### config.mk
export PLATFORM = sky130hd
export DESIGN_NAME = servo_bus_command_framer_unit
export DESIGN_NICKNAME = d
export VERILOG_FILES = /design/src/rtl/sbcf_pkg.sv /design/src/rtl/sbcf_front.sv /design/src/rtl/sbcf_queue.sv /design/src/rtl/sbcf_back.sv /design/src/rtl/servo_bus_command_framer_unit.sv
export SDC_FILE = /design/constraint.sdc
export NUM_CORES = 1
export LEC_CHECK = 0
export BUFFER_PORTS_ARGS = -buffer_cell sky130_fd_sc_hd__buf_2
export CAP_MARGIN = 15
export CELL_PAD_IN_SITES_DETAIL_PLACEMENT = 1
export CELL_PAD_IN_SITES_GLOBAL_PLACEMENT = 2
export CORE_AREA = 2 2 143 145
export CTS_CLUSTER_DIAMETER = 30
export DETAILED_ROUTE_END_ITERATION = 8
export DIE_AREA = 0 0 145 147
export PLACE_DENSITY = 0.85
export SLEW_MARGIN = 20
export SYNTH_ARGS = -nofsm -noshare
export SYNTH_HDL_FRONTEND = slang
export SYNTH_SLANG_ARGS = --single-unit
### constraint.sdc
create_clock -name clock -period 9.52 [get_ports clock]
set_input_delay 0 -clock clock [delete_from_list [all_inputs] [get_ports clock]]
set_output_delay 0 -clock clock [all_outputs]
set_load 0.005 [all_outputs]
### src/rtl/sbcf_pkg.sv
`timescale 1ns / 1ps
// ----------------------------------------------------------------------------
// sbcf_pkg
// shared types and constants of the servo bus command framer
// ----------------------------------------------------------------------------
package sbcf_pkg;

   localparam int QUEUE_DEPTH = 4;

   localparam logic [7:0] SYNC_BYTE = 8'hFF;
   localparam logic [7:0] LEN_BASE_NO_ADDR = 8'd2;
   localparam logic [7:0] LEN_BASE_ADDR = 8'd3;

   // item kinds on req_tuser
   localparam logic CMD_HEADER = 1'b0;
   localparam logic CMD_PARAM  = 1'b1;

   // one unit of work for the back end
   typedef struct packed {
      logic       is_header;
      logic       close;       // checksum follows this unit
      logic [7:0] data_byte;   // node id on headers, parameter byte otherwise
      logic [7:0] instruction;
      logic       has_address;
      logic [7:0] address;
      logic [7:0] len_byte;
   } sbcf_job_type;

   typedef struct packed {
      logic         valid;
      sbcf_job_type job;
   } sbcf_slot_type;

   typedef enum logic [3:0] {
      ST_IDLE,
      ST_SYNC1,
      ST_SYNC2,
      ST_ID,
      ST_LEN,
      ST_INSTR,
      ST_ADDR,
      ST_PARAM,
      ST_CSUM
   } sbcf_step_type;

endpackage

### src/rtl/sbcf_front.sv
`timescale 1ns / 1ps
// ----------------------------------------------------------------------------
// sbcf_front
// accepts items, tracks the open frame and queues work for the back end
// ----------------------------------------------------------------------------
module sbcf_front (
   input  logic                   clock,
   input  logic                   reset,
   input  logic                   req_tvalid,
   output logic                   req_tready,
   input  logic                   req_tuser,
   input  logic [7:0]             node_id,
   input  logic [7:0]             instruction,
   input  logic                   has_address,
   input  logic [7:0]             register_address,
   input  logic [7:0]             param_count,
   input  logic [7:0]             param_byte,
   input  logic                   queue_full,
   output sbcf_pkg::sbcf_slot_type push
);

   logic       fire;
   logic [7:0] params_left_ff, params_left_in;
   logic       open_ff, open_in;

   assign req_tready = !queue_full;
   assign fire = req_tvalid && req_tready;

   always_comb begin
      params_left_in = params_left_ff;
      open_in = open_ff;
      push.valid = 1'b0;
      push.job.is_header = 1'b0;
      push.job.close = 1'b0;
      push.job.data_byte = param_byte;
      push.job.instruction = instruction;
      push.job.has_address = has_address;
      push.job.address = register_address;
      push.job.len_byte = param_count + (has_address ? sbcf_pkg::LEN_BASE_ADDR
                                                     : sbcf_pkg::LEN_BASE_NO_ADDR);
      if (fire) begin
         if (req_tuser == sbcf_pkg::CMD_HEADER) begin
            push.valid = 1'b1;
            push.job.is_header = 1'b1;
            push.job.data_byte = node_id;
            push.job.close = (param_count == 8'd0);
            params_left_in = param_count;
            open_in = (param_count != 8'd0);
         end else if (open_ff && params_left_ff != 8'd0) begin
            // parameters outside an open frame are dropped here
            push.valid = 1'b1;
            push.job.close = (params_left_ff == 8'd1);
            params_left_in = params_left_ff - 8'd1;
            open_in = (params_left_ff != 8'd1);
         end
      end
   end

   always_ff @(posedge clock) begin
      if (reset) begin
         params_left_ff <= '0;
         open_ff <= 1'b0;
      end else begin
         params_left_ff <= params_left_in;
         open_ff <= open_in;
      end
   end

   // a parameter unit is only queued while a frame waits for it
   assert property (@(posedge clock) disable iff (reset)
      push.valid && !push.job.is_header |-> open_ff && params_left_ff != 8'd0)
      else $error("parameter queued outside an open frame");

   // the open flag and the remaining count agree
   assert property (@(posedge clock) disable iff (reset)
      open_ff == (params_left_ff != 8'd0))
      else $error("frame open flag out of step with parameter count");

endmodule

### src/rtl/sbcf_queue.sv
`timescale 1ns / 1ps
// ----------------------------------------------------------------------------
// sbcf_queue
// short show-ahead queue of work units between front and back end
// ----------------------------------------------------------------------------
module sbcf_queue #(
   parameter int DEPTH = sbcf_pkg::QUEUE_DEPTH
) (
   input  logic                    clock,
   input  logic                    reset,
   input  sbcf_pkg::sbcf_slot_type push,
   output logic                    full,
   output sbcf_pkg::sbcf_slot_type head,
   input  logic                    pop
);

   localparam int PTR_W = (DEPTH > 1) ? $clog2(DEPTH) : 1;
   localparam int CNT_W = $clog2(DEPTH + 1);

   sbcf_pkg::sbcf_job_type entries_ff [DEPTH];
   logic [PTR_W-1:0] wr_ptr_ff, wr_ptr_in;
   logic [PTR_W-1:0] rd_ptr_ff, rd_ptr_in;
   logic [CNT_W-1:0] count_ff, count_in;
   logic             do_push, do_pop;

   assign full = (count_ff == CNT_W'(DEPTH));
   assign head.valid = (count_ff != '0);
   assign head.job = entries_ff[rd_ptr_ff];
   assign do_push = push.valid && !full;
   assign do_pop = pop && head.valid;

   always_comb begin
      wr_ptr_in = wr_ptr_ff;
      rd_ptr_in = rd_ptr_ff;
      count_in = count_ff;
      if (do_push) begin
         wr_ptr_in = (wr_ptr_ff == PTR_W'(DEPTH - 1)) ? '0 : wr_ptr_ff + 1'b1;
      end
      if (do_pop) begin
         rd_ptr_in = (rd_ptr_ff == PTR_W'(DEPTH - 1)) ? '0 : rd_ptr_ff + 1'b1;
      end
      if (do_push && !do_pop) begin
         count_in = count_ff + 1'b1;
      end else if (do_pop && !do_push) begin
         count_in = count_ff - 1'b1;
      end
   end

   always_ff @(posedge clock) begin
      if (reset) begin
         wr_ptr_ff <= '0;
         rd_ptr_ff <= '0;
         count_ff <= '0;
      end else begin
         wr_ptr_ff <= wr_ptr_in;
         rd_ptr_ff <= rd_ptr_in;
         count_ff <= count_in;
      end
   end

   always_ff @(posedge clock) begin
      if (do_push) begin
         entries_ff[wr_ptr_ff] <= push.job;
      end
   end

   // occupancy never passes the depth
   assert property (@(posedge clock) disable iff (reset)
      count_ff <= CNT_W'(DEPTH))
      else $error("queue occupancy beyond depth");

endmodule

### src/rtl/sbcf_back.sv
`timescale 1ns / 1ps
// ----------------------------------------------------------------------------
// sbcf_back
// walks queued units byte by byte, keeps the checksum and frame byte count
// ----------------------------------------------------------------------------
module sbcf_back (
   input  logic                    clock,
   input  logic                    reset,
   input  sbcf_pkg::sbcf_slot_type head,
   output logic                    pop,
   output logic                    rsp_tvalid,
   input  logic                    rsp_tready,
   output logic                    rsp_tlast,
   output logic [7:0]              frame_byte,
   output logic [8:0]              frame_length
);

   sbcf_pkg::sbcf_step_type step_ff, step_in, cur_step;
   logic       advance;
   logic       emit;
   logic [7:0] sum_ff, sum_in;
   logic [8:0] sent_ff, sent_in;
   logic [7:0] out_byte;
   logic       out_end;
   logic [8:0] out_len;
   logic       counted;
   logic [7:0] checksum;
   logic       valid_ff, valid_in;
   logic [7:0] byte_ff;
   logic       end_ff;
   logic [8:0] len_ff;

   assign advance = !valid_ff || rsp_tready;
   assign emit = advance && head.valid;

   // step being worked this cycle
   always_comb begin
      if (step_ff == sbcf_pkg::ST_IDLE) begin
         cur_step = head.job.is_header ? sbcf_pkg::ST_SYNC1 : sbcf_pkg::ST_PARAM;
      end else begin
         cur_step = step_ff;
      end
   end

   // next state
   always_comb begin
      step_in = step_ff;
      pop = 1'b0;
      if (emit) begin
         unique case (cur_step)
            sbcf_pkg::ST_SYNC1: step_in = sbcf_pkg::ST_SYNC2;
            sbcf_pkg::ST_SYNC2: step_in = sbcf_pkg::ST_ID;
            sbcf_pkg::ST_ID:    step_in = sbcf_pkg::ST_LEN;
            sbcf_pkg::ST_LEN:   step_in = sbcf_pkg::ST_INSTR;
            sbcf_pkg::ST_INSTR: begin
               if (head.job.has_address) begin
                  step_in = sbcf_pkg::ST_ADDR;
               end else if (head.job.close) begin
                  step_in = sbcf_pkg::ST_CSUM;
               end else begin
                  step_in = sbcf_pkg::ST_IDLE;
                  pop = 1'b1;
               end
            end
            sbcf_pkg::ST_ADDR, sbcf_pkg::ST_PARAM: begin
               if (head.job.close) begin
                  step_in = sbcf_pkg::ST_CSUM;
               end else begin
                  step_in = sbcf_pkg::ST_IDLE;
                  pop = 1'b1;
               end
            end
            sbcf_pkg::ST_CSUM: begin
               step_in = sbcf_pkg::ST_IDLE;
               pop = 1'b1;
            end
            default: step_in = sbcf_pkg::ST_IDLE;
         endcase
      end
   end

   // a sum of zero inverts to 0xFF, which the bus replaces by zero
   assign checksum = (sum_ff == 8'd0) ? 8'd0 : ~sum_ff;

   // outputs of the current step
   always_comb begin
      out_byte = sbcf_pkg::SYNC_BYTE;
      out_end = 1'b0;
      out_len = '0;
      counted = 1'b0;
      unique case (cur_step)
         sbcf_pkg::ST_SYNC1, sbcf_pkg::ST_SYNC2: out_byte = sbcf_pkg::SYNC_BYTE;
         sbcf_pkg::ST_ID: begin
            out_byte = head.job.data_byte;
            counted = 1'b1;
         end
         sbcf_pkg::ST_LEN: begin
            out_byte = head.job.len_byte;
            counted = 1'b1;
         end
         sbcf_pkg::ST_INSTR: begin
            out_byte = head.job.instruction;
            counted = 1'b1;
         end
         sbcf_pkg::ST_ADDR: begin
            out_byte = head.job.address;
            counted = 1'b1;
         end
         sbcf_pkg::ST_PARAM: begin
            out_byte = head.job.data_byte;
            counted = 1'b1;
         end
         sbcf_pkg::ST_CSUM: begin
            out_byte = checksum;
            out_end = 1'b1;
            out_len = sent_ff + 9'd1;
         end
         default: out_byte = sbcf_pkg::SYNC_BYTE;
      endcase
   end

   always_comb begin
      sum_in = sum_ff;
      sent_in = sent_ff;
      if (emit) begin
         if (cur_step == sbcf_pkg::ST_SYNC1) begin
            sum_in = '0;
            sent_in = 9'd1;
         end else if (cur_step == sbcf_pkg::ST_CSUM) begin
            sum_in = '0;
            sent_in = '0;
         end else begin
            sent_in = sent_ff + 9'd1;
            if (counted) begin
               sum_in = sum_ff + out_byte;
            end
         end
      end
   end

   assign valid_in = advance ? head.valid : valid_ff;

   always_ff @(posedge clock) begin
      if (reset) begin
         step_ff <= sbcf_pkg::ST_IDLE;
         sum_ff <= '0;
         sent_ff <= '0;
         valid_ff <= 1'b0;
      end else begin
         step_ff <= step_in;
         sum_ff <= sum_in;
         sent_ff <= sent_in;
         valid_ff <= valid_in;
      end
   end

   always_ff @(posedge clock) begin
      if (emit) begin
         byte_ff <= out_byte;
         end_ff <= out_end;
         len_ff <= out_len;
      end
   end

   assign rsp_tvalid = valid_ff;
   assign rsp_tlast = end_ff;
   assign frame_byte = byte_ff;
   assign frame_length = len_ff;

   // the shortest frame has six bytes
   assert property (@(posedge clock) disable iff (reset)
      rsp_tvalid && rsp_tlast |-> frame_length >= 9'd6)
      else $error("frame ended shorter than a bare header");

   // the address step only runs for headers that carry one
   assert property (@(posedge clock) disable iff (reset)
      step_ff == sbcf_pkg::ST_ADDR |-> head.valid && head.job.is_header
                                       && head.job.has_address)
      else $error("address step without an address");

endmodule

### src/rtl/servo_bus_command_framer_unit.sv
`timescale 1ns / 1ps
// ----------------------------------------------------------------------------
// servo_bus_command_framer_unit
// builds servo bus instruction frames as a byte stream
// ----------------------------------------------------------------------------
//  channel  | dir | handshake            | payload
//  req_     | in  | req_tvalid/tready    | tuser = command, tdata = header/param fields
//  rsp_     | out | rsp_tvalid/tready    | tdata = byte + length, tlast = frame end
//
//  a parameter item yields one output byte, two when it closes the frame
//  a header yields five output bytes, six with an address, plus one for the
//  checksum when the count is zero; the byte-serial back end sends them in turn
//  items enter one per cycle while the front queue has room (QUEUE_DEPTH units)
//  reset clears the frame tracking, queue pointers and output valid at once
//  either side may stall freely; the output register holds a byte until taken
// ----------------------------------------------------------------------------
module servo_bus_command_framer_unit #(
   parameter int QUEUE_DEPTH = sbcf_pkg::QUEUE_DEPTH
) (
   input  logic        clock,
   input  logic        reset,
   // item input
   input  logic        req_tvalid,
   output logic        req_tready,
   input  logic        req_tuser,   // command: 0 header, 1 parameter byte
   input  logic [47:0] req_tdata,   // node_id[7:0], instruction[15:8],
                                    // has_address[16], register_address[24:17],
                                    // param_count[32:25], param_byte[40:33], zero pad
   // frame byte output
   output logic        rsp_tvalid,
   input  logic        rsp_tready,
   output logic        rsp_tlast,   // frame_end
   output logic [23:0] rsp_tdata    // frame_byte[7:0], frame_length[16:8], zero pad
);

   sbcf_pkg::sbcf_slot_type push;   // front to queue
   sbcf_pkg::sbcf_slot_type head;   // queue to back end
   logic       queue_full;
   logic       pop;
   logic [7:0] frame_byte;
   logic [8:0] frame_length;

   // front: classifies items and drops parameters with no open frame
   sbcf_front u_front (
      .clock            (clock),
      .reset            (reset),
      .req_tvalid       (req_tvalid),
      .req_tready       (req_tready),
      .req_tuser        (req_tuser),
      .node_id          (req_tdata[7:0]),
      .instruction      (req_tdata[15:8]),
      .has_address      (req_tdata[16]),
      .register_address (req_tdata[24:17]),
      .param_count      (req_tdata[32:25]),
      .param_byte       (req_tdata[40:33]),
      .queue_full       (queue_full),
      .push             (push)
   );

   // decoupling queue
   sbcf_queue #(
      .DEPTH (QUEUE_DEPTH)
   ) u_queue (
      .clock (clock),
      .reset (reset),
      .push  (push),
      .full  (queue_full),
      .head  (head),
      .pop   (pop)
   );

   // back end: byte sequencer with checksum and output register
   sbcf_back u_back (
      .clock        (clock),
      .reset        (reset),
      .head         (head),
      .pop          (pop),
      .rsp_tvalid   (rsp_tvalid),
      .rsp_tready   (rsp_tready),
      .rsp_tlast    (rsp_tlast),
      .frame_byte   (frame_byte),
      .frame_length (frame_length)
   );

   assign rsp_tdata = {7'd0, frame_length, frame_byte};

endmodule

; ---- After elaboration in Yosys (flattened, before gate mapping)
; Memories as Yosys holds them, arrays and structs flattened. A register that Yosys moved wholly into a read port is not among the register bits.
; Index checks and enable logic that the tools add are counted.
[word_totals]
regBits = 56
ramBits = 140
inputBits = 53
output_inout_bits = 27
elab_cells = 99
mem_count = 1
[classes]
n_addsub = 8
eq_ne = 14
muxes = 38
n_bitwise = 1
n_reduce_logical = 25
[memory_table]
columns = name, depth, width, read_ports, rd_ports_with_merged_regs, wr, line_no
row1 = u_queue.entries_ff, 4, 35, 1, 1, 1, sbcf_queue.sv:20  ; sbcf_pkg::sbcf_job_type entries_ff [DEPTH];
[op_table]
columns = cell, n
row1 = $mux W8, 7
row2 = $pmux W8 S5, 1
row3 = $pmux W4 S6, 1
row4 = $mux W9, 2
row5 = $add A8 B8 Y8, 2
row6 = $eq A4 B3 Y1 const B, 4
row7 = $logic_not A8 Y1, 2
row8 = $reduce_bool A8 Y1, 2
row9 = $mux W1, 15
row10 = $mux W4, 3
row11 = $mux W11, 1
row12 = $add A9 B1 Y9 const B, 1
row13 = $mux W3, 3
row14 = $eq A4 B2 Y1 const B, 2
row15 = $eq A8 B1 Y1 const B, 1
row16 = $mux W2, 4
row17 = $ne A8 B1 Y1 const B, 1
row18 = $not A8 Y8, 1
row19 = $sub A8 B1 Y8 const B, 1
row20 = $logic_and A1 B1 Y1, 7
row21 = $reduce_bool A3 Y1, 2
row22 = $reduce_or A5 Y1, 1
row23 = $add A2 B1 Y2 const B, 2
row24 = $eq A2 B2 Y1 const B, 2
row25 = other kinds (13), 18

; ---- Longest topological paths before layout
; Gate-level depths: netlist of run 1.
[depth]
ltp_word = 10
mapped_depth = 18
ltp_nobuf = 16

; ---- By module
; A second synthesis of run 1 with hierarchy kept.
[unflattened]
cells_unflattened = 643
hier_area_um2 = 9027.4
[by_module_without_submodules]
columns = module, instances, cells_each, area_per_inst_um2, seq_area_each_um2
row1 = sbcf_queue, 1, 233, 5556.6, 4384.2
row2 = sbcf_back, 1, 272, 2392.3, 980.9
row3 = sbcf_front, 1, 130, 1022.2, 180.2
row4 = servo_bus_command_framer_unit, 1, 8, 56.3, 0.0

; ---- Least setup slack after synthesis of run 1
; OpenSTA, ideal clock, no wires.
[synth_path]
kind = reg-to-reg
start = register (tool-made name)
end = register u_back.sum_ff[6]
setup_time_ns = 0.070
arrival_time_ns = 4.068
required_ns = 9.450
slack_ns = 5.381
path_stages_with_launch = 17
path_buffers = 3
period_less_slack_ns = 4.139
path_cell_list = dfxtp_1 -> clkbuf_1 -> clkbuf_1 -> buf_1 -> mux4_2 -> mux2i_1 -> o22ai_1 -> a22oi_1 -> o211ai_1 -> ha_1 -> nor2b_1 -> o21ai_0 -> a21boi_0 -> o21a_1 -> o21ai_0 -> or4b_2 -> a21oi_1
[synth_rtl]
columns = item, line_no
row1 = to (signal assigned), sbcf_back.sv:151  ; sum_ff <= sum_in;
row2 = to (decl), sbcf_back.sv:21  ; logic [7:0] sum_ff, sum_in;

==> impl_metrics.yaml, run 1 <==
hold_path:
  hp-start: "req_tdata[26]"
  whs_endpoint: "u_front.params_left_ff[1]$_SDFFE_PP0P_"
  hold_path_class: "in -> reg"
  whs_path_depth: 3
drt:
  wl_per_cell_um: 19.9
  drc_errors: 0
  firstDrtPassIters: 4
  wl_met3_um: 623
  dr.first_iter.drc_count: 341
  wl_met1_mm: 8.49
  drt_wl_total_mm: 20.3
  routed.top_layer: "met4"
  drtAntennaViolNets: 0
  vias: 5579
  wl_met2_mm: 10.7
  vias_per_cell: 5.47
clock_network:
  cts.sinks: 198
  clk_latency_ps: 450
  ctsResizeCount: 0
  cts_buffers: 17
  htree_levels: 4
  cts-root-buf: "clkbuf_16"
  cts.clk_slew.worst_paths_ps: 80
  cts_tree: "yes"
  clock_path_buffers: 2
sta:
  setup_viol: 0
  min_period_over_period_pct: 52.4
  maxSlewViolCount: 0
  fmax_mhz: 200
  slew_headroom_pct: 31.0
  fin_skew_ps: 20.9
  fin_tns_setup_ps: 0
  tightest_slew_ps: 1030
  fin_worst_hold_slack_ps: -1.31
  fin_crit_ps: 4990
  hold_viol: 1
  rsz0062_at_grt: "false"
outcome:
  violations: "negative hold slack"
  run_status: "complete, but fails checks"
synthesis:
  synth_top_area_share_pct: 54.3
  ys.flop_type: "edfxtp_1"
  synthTopCellsByArea: "edfxtp_1 (54%), dfxtp_1 (9.2%), mux4_2 (7.7%), ha_1 (2.7%), nor2_1 (2.2%)"
  syn_area_um2: 8730
  yosysTopAreaCell: "edfxtp_1"
  ys_seq_area_share_pct: 63.5
  synthArstFlopShare_pct: 0
  synthDistinctLibCells: 58
  syn-mean-instance-area_um2: 13.8
  synth_enable_flop_cells: 158
  yosysWarnings: 0
  postSynthCellCount: 634
  ys_seq_elements: 198
global_routing:
  overflow: 0
  antenna_found_initial: 0
  first_global_vias: 6048
  grt_start_max_net_pins: 40
  grt_pass1_wl_mm: 32.8
  grt_usage_pct: 20.0
power:
  cellPowerDensity_nw_per_um2: 261
  ir_drop_mv: 0.139
  total_leakage_power_nw: 3.56
  finalPower_mw: 2.69
setup_path:
  max_stage_delay_ps: 670
  path_class: "reg -> reg"
  cp.arrival_ps: 5350
  worstPathRequired_ps: 9880
  crit_buf_inv: 2
  slowest_stage: "mux4_2"
  r2r_slack_ps: 4530
  path_delay_family: "compound AO/OA/AOI/OAI gates"
  cp_max_fo: 39
  ff2ff_path_depth: 17
  worstSetupStartpointType: "flip-flop"
  crit_chain: "buf_4 > mux4_2 > o21ai_1 > nand2_1 > o21ai_0 > o21ai_0 > nand3_1 > ha_1 > inv_1 > fa_1 > nor2b_1 > o21ai_0 > a21boi_0 > o21a_1 > nor3_1 > or4b_2 > a21oi_1"
  cpMostUsedCell: "o21ai_0"
  r2r_end: "u_back.sum_ff[6]$_SDFFE_PP0P_"
  critPathCaptureType: "flip-flop"
floorplan:
  die-area_um2: 21300
  die_x_um: 145
  io_pins: 80
  start_util_pct: 44.0
  coreArea_um2: 19800
  rows: 52
  die_h_um: 147
cells_and_area:
  seqCellArea_um2: 5550
  diodes: 0
  syn_to_final_growth_pct: 18.1
  multiInputGateArea_um2: 2950
  instances_no_fill: 1019
  nets: 810
  fillers: 1989
  drive_gt1_share_pct: 20.8
place:
  placed_cells: 948
  gp_congestion: 0.802
  io_buffers: 65
  hpwlAfterDp_mm: 12.8
flow_run:
  cap_viol_max_count: 0
-- repair_timing --
action	CTS	global route
hold buffers	39	0
endpoints found under the hold margin	114	0
buffers inserted	0	0
-- routing by layer --
layer,global-route usage (%),up-vias
li1,-,2601
met3,3.88,28
met4,7.18,0
met1,24.2,2845
met5,0,-
met2,35.8,105
-- registers in the layout (all words and copies together) (netlist names), named ones only --
| signal | cells |
|---|---|
| u_front.params_left_ff | 8 |
| u_back.frame_length | 9 |
| u_back.rsp_tvalid | 1 |
| u_back.frame_byte | 8 |
| u_back.sent_ff | 9 |
| u_queue.wr_ptr_ff | 2 |
| u_queue.entries_ff | 140 |
| u_back.step_ff | 4 |
| u_front.open_ff | 1 |
| u_queue.rd_ptr_ff | 2 |
| u_back.rsp_tlast | 1 |
| u_back.sum_ff | 8 |
| u_queue.count_ff | 3 |
-- area by class of cell --
type                            instances  share of cell area, %
Clock buffer                           17                   4.13
Multi-Input combinational cell        381                   28.6
Clock inverter                         15                   1.67
Inverter                               25                  0.910
Timing Repair Buffer                  113                   7.60
Sequential cell                       198                   53.8
Tap cell                              270                   3.28
-- stage by stage --
step	utilization [%]	worst slack (ps)	hold WS, ps	instance area, µm²
after floorplan	-	5380	98.9	8750
after global placement	47.0	4700	210	9320
after detailed placement	47.0	4550	220	9320
after CTS	52.0	4530	0.447	10300
after global routing	52.0	4130	28.0	10300
final	52.0	4530	-1.31	10300
-- how the worst max path moves through the flow --
stage	start	end	slack [ps]	cells after the start
6_report	flip-flop	u_back.sum_ff[6]$_SDFFE_PP0P_	4530	17
5_1_grt	flip-flop	u_back.sum_ff[6]$_SDFFE_PP0P_	4130	17
4_1_cts	flip-flop	u_back.sum_ff[6]$_SDFFE_PP0P_	4530	17
3_5_place_dp	flip-flop	u_back.sum_ff[6]$_SDFFE_PP0P_	4550	17
3_3_place_gp	flip-flop	u_back.sum_ff[6]$_SDFFE_PP0P_	4700	17
2_1_floorplan	flip-flop	u_back.sum_ff[6]$_SDFFE_PP0P_	5380	16
-- placed cells by master, fill, tap and decap left out, types with 9 or more instances in the layout --
cell and n:
nor2_1 52, dfxtp_1 39, a21oi_1 35, ha_1 19
edfxtp_1 158, clkbuf_16 17, buf_2 65, xnor2_1 12
mux2i_1 17, nand3_1 9, mux4_2 30, buf_4 9
inv_1 24, nor3_1 11, mux2_2 11, dlygate4sd3_1 39
o21ai_0 26, a22oi_1 10, nand2_1 42
-- cells in the mapped netlist (2+ instances only) --
cell type and instances:
edfxtp_1 158, nor2_1 52, nand2_1 42, dfxtp_1 40, a21oi_1 35, mux4_2 30
o21ai_0 26, inv_1 24, clkbuf_1 23, ha_1 19, mux2i_1 17, xnor2_1 12
mux2_2 11, nor3_1 11, a22oi_1 10, nand3_1 9, nand3b_1 8, and3_1 7
buf_4 7, o211ai_1 7, o22ai_1 7, xor2_1 7, nor2b_1 6, nor4_1 6
a211oi_1 5, a21o_1 5, or3_1 5, and2_1 4, buf_1 3, buf_2 3
nand4_1 3, or4_1 3, fa_1 2, nand2b_1 2, o2111ai_1 2
-- logic make-up (layout without fill, tap and decap cells) --
group,count (synthesis),in the layout,synth area share [%]
simple gates,161,161,8.81
flops,198,198,63.5
mux,58,58,11.1
compound gates,115,115,8.48
buf+inv,61,170,2.97
other cells,1,7,0.0429
fa+ha+maj,21,21,3.18
xor+xnor,19,19,1.91
-- power by group --
group,switching (mW),internal (mW)
sequential,0.0656,1.07
clock,0.367,0.357
combinational,0.480,0.348
total,0.913,1.78
-- worst register-to-register path: stages (launching register included) --
cell      delay [ps]
dfxtp_2          320
buf_4            570
mux4_2           680
o21ai_1          660
nand2_1          120
o21ai_0          130
o21ai_0          110
nand3_1          170
ha_1             200
inv_1             60
fa_1             380
nor2b_1          170
o21ai_0          110
a21boi_0         260
o21a_1           170
nor3_1            40
or4b_2           610
a21oi_1          150
No activity file was read; power rests on OpenSTA's default activity.
==> run 2, diff against run 1 <==
--- a/config.mk
+++ b/config.mk
@@ -9,11 +9,11 @@
 export CAP_MARGIN = 15
 export CELL_PAD_IN_SITES_DETAIL_PLACEMENT = 1
 export CELL_PAD_IN_SITES_GLOBAL_PLACEMENT = 2
-export CORE_AREA = 2 2 143 145
+export CORE_AREA = 2 2 155 157
 export CTS_CLUSTER_DIAMETER = 30
 export DETAILED_ROUTE_END_ITERATION = 8
-export DIE_AREA = 0 0 145 147
-export PLACE_DENSITY = 0.85
+export DIE_AREA = 0 0 157 159
+export PLACE_DENSITY = 0.77
 export SLEW_MARGIN = 20
 export SYNTH_ARGS = -nofsm -noshare
 export SYNTH_HDL_FRONTEND = slang
==> constraint.sdc (replaced) <==
create_clock -name clock -period 4.31 [get_ports clock]
set_input_delay 0 -clock clock [delete_from_list [all_inputs] [get_ports clock]]
set_output_delay 0 -clock clock [all_outputs]
set_load 0.005 [all_outputs]
==> run 2 against run 1 <==
  * The flow now finishes without violations
  * Total power increased by 120%
  * Register-to-register slack got worse by 4300 ps
  * Sequential share of layout area decreased by 1.0 points
==> impl_metrics.yaml, run 2 (same netlist as run 1, synthesis figures left out) <==
global_routing:
  overflow: 0
  antenna_found_initial: 0
  grt_start_max_net_pins: 39
  first_global_vias: 6123
  grt_usage_pct: 16.6
  grt_pass1_wl_mm: 32.1
sta:
  finalWorstSetupSlack_ps: 263
  rsz0062_at_grt: "false"
  fin_crit_ps: 4050
  min_period_over_period_pct: 93.9
  fin_skew_ps: 15.4
  fin_worst_hold_slack_ps: 45.5
  hold_viol: 0
  fin_tns_setup_ps: 0
  slew_headroom_pct: 35.9
  tightest_slew_ps: 960
  setup_viol: 0
  fmax_mhz: 247
  maxSlewViolCount: 0
setup_path:
  r2r_end: "u_back.sum_ff[6]$_SDFFE_PP0P_"
  critPathCaptureType: "flip-flop"
  worstPathRequired_ps: 4670
  ff2ff_path_depth: 14
  slowest_stage: "or4b_2"
  cp_max_fo: 18
  r2r_slack_ps: 260
  cp.arrival_ps: 4410
  worstSetupStartpointType: "flip-flop"
  path_class: "reg -> reg"
  max_stage_delay_ps: 610
  crit_chain: "buf_12 > mux4_2 > mux2i_1 > o22ai_1 > a22oi_1 > o211ai_1 > ha_1 > nor2b_1 > o21ai_1 > a21boi_0 > o21a_1 > o21ai_0 > or4b_2 > a21oi_1"
flow_run:
  cap_viol_max_count: 0
cells_and_area:
  layout_commonest_cell: "edfxtp_1"
  diodes: 0
  layout_common_cells: "edfxtp_1 (158), buf_2 (65), nor2_1 (52)"
  largest_reg_flops: 140
  drive_gt1_share_pct: 21.9
  top_register: "u_queue.entries_ff"
  instances_no_fill: 1081
  nets: 823
  final_area_um2: 10500
  postLayoutCoreUtil_pct: 45.3
  syn_to_final_growth_pct: 20.4
clock_network:
  cts_tree: "yes"
  cts.sinks: 198
  clock_path_buffers: 2
  cts-root-buf: "clkbuf_16"
  htree_levels: 4
  clk_latency_ps: 440
  post_cts_buffers: 0
  cts_buffers: 17
  cts.clk_slew.worst_paths_ps: 80
floorplan:
  coreArea_um2: 23200
  io_pins: 80
  die_h_um: 159
  rows: 56
  die-area_um2: 25000
  start_util_pct: 37.7
  die_x_um: 157
place:
  hpwlAfterDp_mm: 13.0
  io_buffers: 65
  gp_congestion: 0.761
  dpl_cell_area_um2: 9520
  dp_slack_ps: 221
  placed_cells: 1008
power:
  total_leakage_power_nw: 3.65
  cellPowerDensity_nw_per_um2: 570
  intPower_mw: 3.99
  power_frac_seq_pct: 41.6
  comb_power_share_pct: 32.4
  power.switching_mw: 2.00
  ir_drop_mv: 0.307
  clkPwrFrac_pct: 26.1
  finalPower_mw: 5.99
  switching_share_pct: 33.3
outcome:
  run_status: "finished clean"
drt:
  drtAntennaViolNets: 0
  firstDrtPassIters: 4
  vias: 5563
  dr.first_iter.drc_count: 316
  wl_per_cell_um: 18.3
  drt_wl_total_mm: 19.8
  vias_per_cell: 5.15
  drc_errors: 0
hold_path:
  hold_path_class: "in -> reg"
  whs_endpoint: "u_front.params_left_ff[5]$_SDFFE_PP0P_"
  whs_path_depth: 3
  hp-start: "req_tuser"
run 2: worst max-delay path by stage:
| stage | end | from | depth (start not counted) | slack (ps) |
|---|---|---|---|---|
| 2_1_floorplan | u_back.sum_ff[6]$_SDFFE_PP0P_ | flip-flop | 16 | 170 |
| 3_3_place_gp | u_back.sum_ff[7]$_SDFFE_PP0P_ | flip-flop | 14 | 380 |
| 3_5_place_dp | u_back.sum_ff[6]$_SDFFE_PP0P_ | u_back.sum_ff[2]$_SDFFE_PP0P_ | 15 | 220 |
| 4_1_cts | u_back.sum_ff[6]$_SDFFE_PP0P_ | u_back.sum_ff[2]$_SDFFE_PP0P_ | 15 | 180 |
| 5_1_grt | u_back.sum_ff[6]$_SDFFE_PP0P_ | flip-flop | 15 | 10 |
| 6_report | u_back.sum_ff[6]$_SDFFE_PP0P_ | flip-flop | 14 | 260 |
run 2: critical path: cells and delay by family (launching register included):
kind                     cells  cell delay [ps]
AO/OA/AOI/OAI                8             1500
buffers and inverters        1              200
AND/OR/NAND/NOR              2              770
flip-flops                   1              370
multiplexers                 2              770
adder cells (fa/ha/maj)      1              370
run 2: power by group through the flow:
| stage | sequential [mW] | combinational (mW) | clock, mW |
|---|---|---|---|
| after floorplan | 2.52 | 1.28 | 0 |
| after global placement | 2.52 | 1.83 | 0 |
| after detailed placement | 2.53 | 1.91 | 0 |
| after CTS | 2.49 | 1.96 | 1.60 |
| after global routing | 2.52 | 2.16 | 1.67 |
| final | 2.49 | 1.94 | 1.56 |
run 2: final cells by class:
type	count	area [µm²]
flip-flops and latches	198	5550
clock buffers	17	425
fillers	2366	12700
inverters	25	93.8
repair buffers	126	936
clock inverters	15	154
well taps	319	399
multi-input cells	381	2960
run 2: routing by layer:
metal	share of wire (%)	global-route usage [%]	vias to the layer above
met2	53	29.7	99
li1	-	-	2617
met5	0	0	-
met1	43	20.3	2829
met4	1.2	4.71	0
met3	2.9	3.10	18
run 2: what timing repair did:
item,in CTS,in global routing
hold buffers,41,0
endpoints found under the hold margin,120,0
resized for setup,0,2
endpoints found under the setup margin,0,2
